--- src/hdl/fmil_pkg.sv ---
// shared types and constants of the fm-index locate engine
`default_nettype none
package fmil_pkg;

   localparam int unsigned MAX_LEN  = 65536;
   localparam int unsigned ADDR_W   = 16;
   localparam int unsigned LEN_W    = 17;
   localparam int unsigned SYM_W    = 4;
   localparam int unsigned NUM_SYM  = 16;
   localparam int unsigned IVL_W    = 9;
   localparam int unsigned VAL_W    = 17;
   localparam int unsigned POS_W    = 16;

   localparam logic [LEN_W-1:0] MAX_LEN_V = LEN_W'(MAX_LEN);

   typedef enum logic [1:0] {
      OP_WR_BWT  = 2'd0,
      OP_WR_CNT  = 2'd1,
      OP_WR_SAMP = 2'd2,
      OP_LOCATE  = 2'd3
   } op_type;

   localparam logic [1:0] REG_INTERVAL = 2'd0;
   localparam logic [1:0] REG_LENGTH   = 2'd1;
   localparam logic [1:0] REG_SENTINEL = 2'd2;

   typedef struct packed {
      op_type              op;
      logic [ADDR_W-1:0]   index;
      logic [VAL_W-1:0]    value;
      logic                cnt_ok;
      logic                oob;
   } item_type;

   typedef struct packed {
      logic [IVL_W-1:0]    interval;
      logic [LEN_W-1:0]    len;
      logic [SYM_W-1:0]    sentinel;
      logic                changed;
   } cfg_type;

endpackage
`default_nettype wire

--- src/hdl/fmil_queue.sv ---
// two-entry item queue between front and back
`default_nettype none
module fmil_queue (
   input  wire logic                 clock,
   input  wire logic                 reset,
   input  wire logic                 push,
   input  wire fmil_pkg::item_type   push_item,
   output logic                      full,
   input  wire logic                 pop,
   output logic                      head_valid,
   output fmil_pkg::item_type        head_item
);
   fmil_pkg::item_type slot_ff [2];
   logic       wr_ptr_ff;
   logic       rd_ptr_ff;
   logic [1:0] count_ff;

   always_ff @(posedge clock) begin
      if (push) begin
         slot_ff[wr_ptr_ff] <= push_item;
      end
   end

   always_ff @(posedge clock) begin
      if (reset) begin
         wr_ptr_ff <= 1'b0;
         rd_ptr_ff <= 1'b0;
         count_ff  <= '0;
      end else begin
         if (push) begin
            wr_ptr_ff <= !wr_ptr_ff;
         end
         if (pop) begin
            rd_ptr_ff <= !rd_ptr_ff;
         end
         count_ff <= count_ff + 2'(push) - 2'(pop);
      end
   end

   assign full       = (count_ff == 2'd2);
   assign head_valid = (count_ff != 2'd0);
   assign head_item  = slot_ff[rd_ptr_ff];
endmodule
`default_nettype wire

--- config.mk ---
export PLATFORM = sky130hd
export DESIGN_NAME = fmil_queue
export DESIGN_NICKNAME = d
export VERILOG_FILES = /design/src/hdl/fmil_pkg.sv /design/src/hdl/fmil_queue.sv
export SDC_FILE = /design/constraint.sdc
export NUM_CORES = 1
export LEC_CHECK = 0
export BUFFER_PORTS_ARGS = -buffer_cell sky130_fd_sc_hd__buf_2
export CAP_MARGIN = 20
export CELL_PAD_IN_SITES_DETAIL_PLACEMENT = 0
export CELL_PAD_IN_SITES_GLOBAL_PLACEMENT = 2
export CORE_UTILIZATION = 38
export DETAILED_ROUTE_END_ITERATION = 7
export GPL_TIMING_DRIVEN = 0
export PLACE_DENSITY_LB_ADDON = 0.1
export SLEW_MARGIN = 15
export SYNTH_ARGS = -nofsm -noshare
export SYNTH_HDL_FRONTEND = slang
export SYNTH_SLANG_ARGS = --single-unit
--- constraint.sdc ---
create_clock -name clock -period 3.33 [get_ports clock]
set_input_delay 0.333 -clock clock [delete_from_list [all_inputs] [get_ports clock]]
set_output_delay 0.333 -clock clock [all_outputs]
set_load 0.03 [all_outputs]
==> run metrics <==
Die X=91.5 µm; die extent in y=91.5 µm; Post-CTS Setup Repair Bufs=0; post-synth top area share=73.1%; first-pass GRT wire length=7730 µm; final wirelength=4870 µm; Peak VDD IR=0.352 mV; Worst-path clk slew=0.08 ns; Die ar.=8370 µm²; commonest cells after routing, fill and taps aside=79 x buf_2, 74 x edfxtp_1, 30 x mux2_4; P_sw=0.000563 W; outcome=finished clean; Rows=32; Synth Register Bits=79; post_cts resized=0; relative contribution of combinational cells to total power=17.8%; H-tree depth=3; power per standard cell area=589 nW/µm²; initial antenna violation count=0; Worst setup EP type=output pin; internal power=0.00168 W; GRT met1 Usage=13.5%; Final Total Pwr=0.00224 W; placed wire-length estimate=3400 µm; first-pass iteration count of the detailed router=2; number of DRC markers in iteration 0=32; Routed WL per cell=14.5 µm; Max-slew headroom=73.8%; Starting Density=39.4%; global routing usage on met3=4.27%; worst skew pair latency=0.33 ns; Area growth syn-to-layout=25.1%; PortBufs=79; DRC errors left=0; clk sinks=79; Distinct cells, synth=14; Lkg Pwr=1.51 nW; Worst EP arrival=1.48 ns; Crit path required time=3.00 ns; Yosys warnings=0; register area share after synthesis=76.3%; Crit Path Class=register to output pin; FMAX=553 MHz; syn_area_per_cell=22.4 µm²; Setup Skew=0.00432 ns; CTS root buffer=clkbuf_8; RePlAce Congestion=0.657; Routed Antenna Nets=0; most common cell after layout, fill and taps aside=buf_2; gr usage total=12.7%; largest net degree at the start of global routing=28; vias per cell=4.44; layout cells sized above 1=59.7%; fin crit share=54.3%; total grt overflow=0; routing usage on met2=22.2%; mapped cell area=3040 µm²; Tightest Pin Transition=0.392 ns; # IOs=80; CP max FO=10; TritonCTS clock tree=yes; CTS buffer count=9; Final setup viols=0; share of power burned in registers=52.6%; Mapped Cells=136; final core occ=49.2%; Synth Net Count=179; hold buffer count at cts=0; Pins Over Slew Limit=0; # diodes=0; worst-case clock buffer depth=2; RSZ-0062 raised after global routing=false; vias in the first global route=1,625; Placeable Area=7730 µm²; Clk pwr share=29.6%; Hold Path Class=input port to register; fillers=667; Final #Nets=271; Max-Cap Viols=0; Vias=1,486; cell taking the most area after synthesis=edfxtp_1; startpoint types=register; endpoints failing hold=0; largest cells by area after synthesis=edfxtp_1 73%, mux2_4 15%, dfxtp_1 3.3%; sw frac=25.1%; Final min period=1.81 ns; Top Usage Layer GRT=met2
## final cells by class
type,instances,area [µm²],share of cell area (%)
sequential,79,2320,61.1
multi-input combinational,51,649,17.1
timing repair buffer,81,435,11.4
clock buffer,11,131,3.45
tap,102,128,3.36
buffer,4,71.3,1.87
clock inverter,5,58.8,1.55
inverter,2,7.51,0.197
## synth_stat cells
master and count:
and2_1 1, nor2_1 4, or2_2 1, buf_12 3, dfxtp_1 5, edfxtp_1 74
inv_1 2, xnor3_1 1, xnor2_1 2, mux2_2 7, buf_6 1, nor2b_1 3
mux2_4 30, ha_1 2
## power groups by stage
| stage | clock [W] | combinational [W] | sequential (W) |
|---|---|---|---|
| 2_1_floorplan | 0 | 0.000290 | 0.00119 |
| 3_3_place_gp | 0 | 0.000383 | 0.00120 |
| 3_5_place_dp | 0 | 0.000403 | 0.00120 |
| 4_1_cts | 0.000690 | 0.000405 | 0.00118 |
| 5_1_grt | 0.000736 | 0.000425 | 0.00118 |
| 6_report | 0.000664 | 0.000398 | 0.00118 |
## metrics by stage
stage	setup WS (ns)	TNS (ns)	instance area, µm²	instances	hold slack (ns)
floorplan	0.900	0	3040	136	0.405
global placement	-0.0433	-1.53	3560	317	0.497
detailed placement	1.84	0	3610	319	0.515
CTS	1.49	0	3800	335	0.166
global route	1.42	0	3800	335	0.153
finish	1.52	0	3800	335	0.190
## final timing paths
check | start | end | slack, ns | cells after the start
worst min-delay path | push_item[2] | slot_ff[1][2] | 0.19 | 1
worst max-delay path | register | head_item[24] | 1.52 | 4
worst max register to register | count_ff[0] | count_ff[1] | 1.91 | 6
worst min register to register | rd_ptr_ff | rd_ptr_ff | 0.53 | 2
## metal layers
layer  share of wire, %  vias up  wire length, µm
met4                1.1        0               53
met3                5.1        5              247
met2                 54       44             2640
met1                 40      728             1930
li1                   -      709                -
met5                  0        -                0
## state kept, by name (all words and copies together), names as in the netlist, named ones only
signal,count
wr_ptr_ff,1
count_ff,2
slot_ff,74
rd_ptr_ff,1
## worst max-delay path: stages, from the launching register on
cell	delay (ns)
dfxtp_1	0.32
buf_6	0.18
buf_12	0.16
mux2_4	0.31
buf_2	0.18
## logic make-up (layout without fill, tap and decap cells)
logic type	count (synthesis)	after routing	synth area share [%]
xor+xnor	3	3	1.32
fa+ha+maj	2	2	0.823
buf+inv	6	103	2.59
flops	79	79	76.3
mux	37	37	17.4
simple gates	9	9	1.52
No activity file was read; power rests on OpenSTA's default activity.
