## src/hdl/fmil_pkg.sv

```systemverilog
// shared types and constants of the fm-index locate engine
`default_nettype none
package fmil_pkg;

   localparam int unsigned MAX_LEN  = 65536;
   localparam int unsigned ADDR_W   = 16;
   localparam int unsigned LEN_W    = 17;
   localparam int unsigned SYM_W    = 4;
   localparam int unsigned NUM_SYM  = 16;
   localparam int unsigned IVL_W    = 9;
   localparam int unsigned VAL_W    = 17;
   localparam int unsigned POS_W    = 16;

   localparam logic [LEN_W-1:0] MAX_LEN_V = LEN_W'(MAX_LEN);

   typedef enum logic [1:0] {
      OP_WR_BWT  = 2'd0,
      OP_WR_CNT  = 2'd1,
      OP_WR_SAMP = 2'd2,
      OP_LOCATE  = 2'd3
   } op_type;

   localparam logic [1:0] REG_INTERVAL = 2'd0;
   localparam logic [1:0] REG_LENGTH   = 2'd1;
   localparam logic [1:0] REG_SENTINEL = 2'd2;

   typedef struct packed {
      op_type              op;
      logic [ADDR_W-1:0]   index;
      logic [VAL_W-1:0]    value;
      logic                cnt_ok;
      logic                oob;
   } item_type;

   typedef struct packed {
      logic [IVL_W-1:0]    interval;
      logic [LEN_W-1:0]    len;
      logic [SYM_W-1:0]    sentinel;
      logic                changed;
   } cfg_type;

endpackage
`default_nettype wire

```

## src/hdl/fmil_front.sv

```systemverilog
// front end: configuration registers, item acceptance and classification
`default_nettype none
module fmil_front (
   input  wire logic                    clock,
   input  wire logic                    reset,
   input  wire logic                    csr_valid,
   output logic                         csr_ready,
   input  wire logic [1:0]              csr_index,
   input  wire logic [16:0]             csr_data,
   input  wire logic                    req_tvalid,
   output logic                         req_tready,
   input  wire logic [39:0]             req_tdata,
   input  wire logic [1:0]              req_tuser,
   input  wire logic                    q_full,
   output logic                         q_push,
   output fmil_pkg::item_type           q_item,
   output fmil_pkg::cfg_type            cfg
);
   logic [fmil_pkg::IVL_W-1:0] interval_ff;
   logic [fmil_pkg::LEN_W-1:0] length_ff;
   logic [fmil_pkg::SYM_W-1:0] sentinel_ff;
   logic                       csr_we;
   logic [fmil_pkg::LEN_W-1:0] len_eff;

   assign csr_ready = 1'b1;
   assign csr_we    = csr_valid;

   always_ff @(posedge clock) begin
      if (reset) begin
         interval_ff <= fmil_pkg::IVL_W'(32);
         length_ff   <= fmil_pkg::LEN_W'(1);
         sentinel_ff <= '0;
      end else if (csr_we) begin
         unique case (csr_index)
            fmil_pkg::REG_INTERVAL: interval_ff <= csr_data[fmil_pkg::IVL_W-1:0];
            fmil_pkg::REG_LENGTH:   length_ff   <= csr_data;
            fmil_pkg::REG_SENTINEL: sentinel_ff <= csr_data[fmil_pkg::SYM_W-1:0];
            default: ;
         endcase
      end
   end

   assign len_eff = (length_ff > fmil_pkg::MAX_LEN_V) ? fmil_pkg::MAX_LEN_V : length_ff;

   always_comb begin
      cfg.interval = (interval_ff == '0) ? fmil_pkg::IVL_W'(1) : interval_ff;
      cfg.len      = len_eff;
      cfg.sentinel = sentinel_ff;
      cfg.changed  = csr_we && (csr_index == fmil_pkg::REG_INTERVAL ||
                                csr_index == fmil_pkg::REG_LENGTH);
   end

   // classify the transaction on its way into the queue
   assign req_tready = !q_full;
   assign q_push     = req_tvalid && !q_full;

   always_comb begin
      q_item.op     = fmil_pkg::op_type'(req_tuser);
      q_item.index  = req_tdata[15:0];
      q_item.value  = req_tdata[32:16];
      q_item.cnt_ok = (req_tdata[15:fmil_pkg::SYM_W] == '0);
      q_item.oob    = ({1'b0, req_tdata[15:0]} >= len_eff);
   end
endmodule
`default_nettype wire

```

## config.mk

```make
export PLATFORM = sky130hd
export DESIGN_NAME = fmil_front
export DESIGN_NICKNAME = d
export VERILOG_FILES = /design/src/hdl/fmil_pkg.sv /design/src/hdl/fmil_front.sv
export SDC_FILE = /design/constraint.sdc
export NUM_CORES = 1
export LEC_CHECK = 0
export ABC_CLOCK_PERIOD_IN_PS = 2900
export BUFFER_PORTS_ARGS = -buffer_cell sky130_fd_sc_hd__buf_4
export CORE_AREA = 5 5 76 78
export CTS_CLUSTER_DIAMETER = 200
export DETAILED_ROUTE_END_ITERATION = 16
export DIE_AREA = 0 0 81 83
export HOLD_SLACK_MARGIN = 0.15
export PLACE_DENSITY = 0.78
export SLEW_MARGIN = 30
export SYNTH_ARGS = -nofsm -noshare
export SYNTH_HDL_FRONTEND = slang
export SYNTH_SLANG_ARGS = --single-unit
```

## constraint.sdc

```tcl
create_clock -name clock -period 2.9 [get_ports clock]
set_input_delay 0.58 -clock clock [delete_from_list [all_inputs] [get_ports clock]]
set_output_delay 0.58 -clock clock [all_outputs]
set_load 0.02 [all_outputs]
```

==> impl_metrics.env <==
export IMPL_setup_viol=1
export IMPL_r2r_end="length_ff[16]$_SDFFE_PP0P_"
export IMPL_port_buffer_count=90
export IMPL_hold_end="sentinel_ff[0]$_SDFFE_PP0P_"
export IMPL_io_pins=137
export IMPL_final_cells=393
export IMPL_grt_pass1_wl_um=8870
export IMPL_synth_area_um2=2000
export IMPL_required_ps=2320
export IMPL_ys_warn_count=0
export IMPL_status="finished with violations"
export IMPL_worst_pin_slew_ps=544
export IMPL_final_hold_viol_count=0
export IMPL_chipHeight_um=83
export IMPL_grt_util_all_layers=0.161
export IMPL_start_util=0.400
export IMPL_hold_class="flop to flop"
export IMPL_rr_worst_depth=2
export IMPL_violations="setup timing"
export IMPL_ff2ff_setup_slack_ps=2030
export IMPL_hold_buffers=0
export IMPL_max_cap_violations=0
export IMPL_r2r_start="length_ff[16]$_SDFFE_PP0P_"
export IMPL_grt_max_degree=31
export IMPL_clockBufferDepth=2
export IMPL_slew_viol_final=0
export IMPL_area_delta_synth_final_pct=45.2
export IMPL_min_period_ps=3210
export IMPL_synth_top_area_cell="dfxtp_1"
export IMPL_drcViolationCount=0
export IMPL_rsz0062_at_grt="true"
export IMPL_cp_end_kind="output port"
export IMPL_rows=26
export IMPL_synth_top_area_frac=0.300
export IMPL_ys_ff_latch=30
export IMPL_ant_nets=0
export IMPL_crit_cells=11
export IMPL_ir_drop_uv=341
export IMPL_dpl_hpwl_um=4390
export IMPL_nNetsFinal=404
export IMPL_layout_drive_gt1_share=0.480
export IMPL_wl_um=5480
export IMPL_cts_tree="built"
export IMPL_die_w_um=81
export IMPL_powerDensity_nw_per_um2=367
export IMPL_drt_pass1_iter_count=4
export IMPL_critPathLaunchType="flop"
export IMPL_antenna_cells=0
export IMPL_syn_num_nets=336
export IMPL_synth_distinct_cells=31
export IMPL_path_cells="nor4_4, nand4_1, nand2_2, buf_6, nand2_4, ha_4, nand4b_1, buf_4, a211oi_2, or4_4, buf_6"
export IMPL_cp_top_family="simple AND/OR/NAND/NOR gates"
export IMPL_total_power_mw=1.07
export IMPL_gr_total_overflow=0
export IMPL_slowest_delay_ps=540
export IMPL_worstHoldStart="sentinel_ff[0]$_SDFFE_PP0P_"
export IMPL_syn_inst=254
export IMPL_via_per_inst=4.63
export IMPL_timing_final_crit_share=1.11
export IMPL_antenna_found_initial=0
export IMPL_wl_per_cell_um=13.9
export IMPL_yosys_top_cells_area="dfxtp_1, buf_4, ha_1"
export IMPL_path_clk_slew_ps=60
export IMPL_clkLatencyLatePin_ps=270
export IMPL_max_clock_freq_mhz=312
export IMPL_dp_cells=381
export IMPL_crit_buf_inv=3
export IMPL_drt_initial_drc_count=18
export IMPL_worst_path_max_fanout=6
export IMPL_worst_endpoint_arrival_ps=2630
export IMPL_slew_headroom=0.638
export IMPL_cts_buffers=5
export IMPL_whs_path_depth=2
export IMPL_clock_root_buffer="clkbuf_8"
export IMPL_grt_pass1_vias=1914
export IMPL_die_area_um2=6720
export IMPL_vias=1818
export IMPL_setup_slack_ps=-305
export IMPL_place_congestion=0.749
export IMPL_ys_seq_area_frac=0.300
export IMPL_cts_sinks=30
export IMPL_critPathMostFrequentCell="buf_6"
export IMPL_leakage_nw=1.32
export IMPL_critPathKind="flop to output port"
export IMPL_avgSynthCellArea_um2=7.89
export IMPL_cpMaxStageDelayCell="or4_4"
export IMPL_fin_skew_ps=0
export IMPL_htree_levels=2
export IMPL_core_um2=5010
[cell type report]
cell class / count / area, um^2
flip-flops and latches: 30 / 606
fillers: 481 / 2100
repair buffers: 116 / 886
well taps: 70 / 87.6
clock inverters: 1 / 5.00
multi-input cells: 161 / 1210
inverters: 8 / 30.0
clock buffers: 7 / 86.3
[cells in the mapped netlist]
master	n
nand2_1	46
buf_4	38
dfxtp_1	30
a21oi_1	19
ha_1	16
nor2_1	13
clkbuf_1	12
mux2i_1	12
and2_1	11
nor4_1	9
inv_1	8
nor2b_1	8
a21o_1	4
buf_2	4
nand4_1	4
nand3_1	3
a21oi_2	2
nand3b_1	2
a211o_1	1
a211oi_1	1
a21boi_1	1
a21oi_4	1
and2b_1	1
and3_1	1
buf_6	1
conb_1	1
nand4b_1	1
nor2b_2	1
nor3_1	1
o31a_1	1
or4_1	1
[cells in the final DEF, fill, tap and decap left out, types with 2 or more instances in the layout]
cell / synthesis / routed
mux2i_1: 12 / 12
nor2_1: 13 / 13
nand2_1: 46 / 39
and2_1: 11 / 11
nand2_2: 0 / 5
ha_4: 0 / 9
a21o_1: 4 / 4
a21oi_2: 2 / 2
nor2b_1: 8 / 8
dfxtp_2: 0 / 4
nand3b_1: 2 / 2
dfxtp_1: 30 / 26
clkbuf_8: 0 / 6
nand2_4: 0 / 2
buf_4: 38 / 112
ha_1: 16 / 6
nor4_1: 9 / 6
buf_6: 1 / 4
nand4_1: 4 / 4
nand3_1: 3 / 2
inv_1: 8 / 8
nor4_4: 0 / 2
a21oi_1: 19 / 19
[flip-flops by register name, indices dropped and copies added (netlist names)]
register	flops
interval_ff	9
sentinel_ff	4
length_ff	17
[worst max-delay path by stage]
stage	startpoint	end
after detailed placement	length_ff[11]$_SDFFE_PP0P_	q_item[0]
after floorplan	length_ff[11]$_SDFFE_PP0P_	q_item[0]
after global placement	length_ff[11]$_SDFFE_PP0P_	q_item[0]
final	length_ff[11]$_SDFFE_PP0P_	q_item[0]
after global routing	length_ff[11]$_SDFFE_PP0P_	q_item[0]
after CTS	length_ff[6]$_SDFFE_PP0P_	q_item[0]
[worst register-to-register path: stages (launching register included)]
cell and delay, ps:
dfxtp_1 570, nand2_1 90, a21oi_1 140
[routing by layer]
layer  vias up  track usage  part of all wire
met5         -            0                 0
met4         0       0.0492             0.011
met3         9       0.0433             0.087
met2        64        0.286              0.50
met1       808        0.184              0.40
li1        937            -                 -
[logic make-up after synthesis]
logic type / share of synthesized area
AOI/OAI and AO/OA: 0.0956
adders and majority gates: 0.0999
buffers and inverters: 0.196
DFF: 0.300
muxes: 0.0600
other: 0.00187
and+or+nand+nor: 0.247
[report_power, final]
part	total, mW	switching (mW)	leakage, nW	internal (mW)
sequential	0.439	0.0123	0.246	0.427
clock	0.336	0.145	0.0482	0.191
combinational	0.293	0.144	1.02	0.148
[metrics by stage]
step	util	hold WS [ps]	TNS (ps)	setup slack (ps)	cell area [um^2]
floorplan	-	444	0	87.0	2000
global placement	0.513	477	-158	-158	2570
detailed placement	0.513	490	-201	-201	2570
CTS	0.568	512	-323	-323	2850
global route	0.581	526	-457	-457	2910
finish	0.581	511	-305	-305	2910
[what timing repair did]
item                       4_1_cts  5_1_grt
pin swaps                       12        9
resized for setup               28        8
setup endpoints to repair        1        1
setup buffers                    2        2
(Power assumes the default switching activity.)
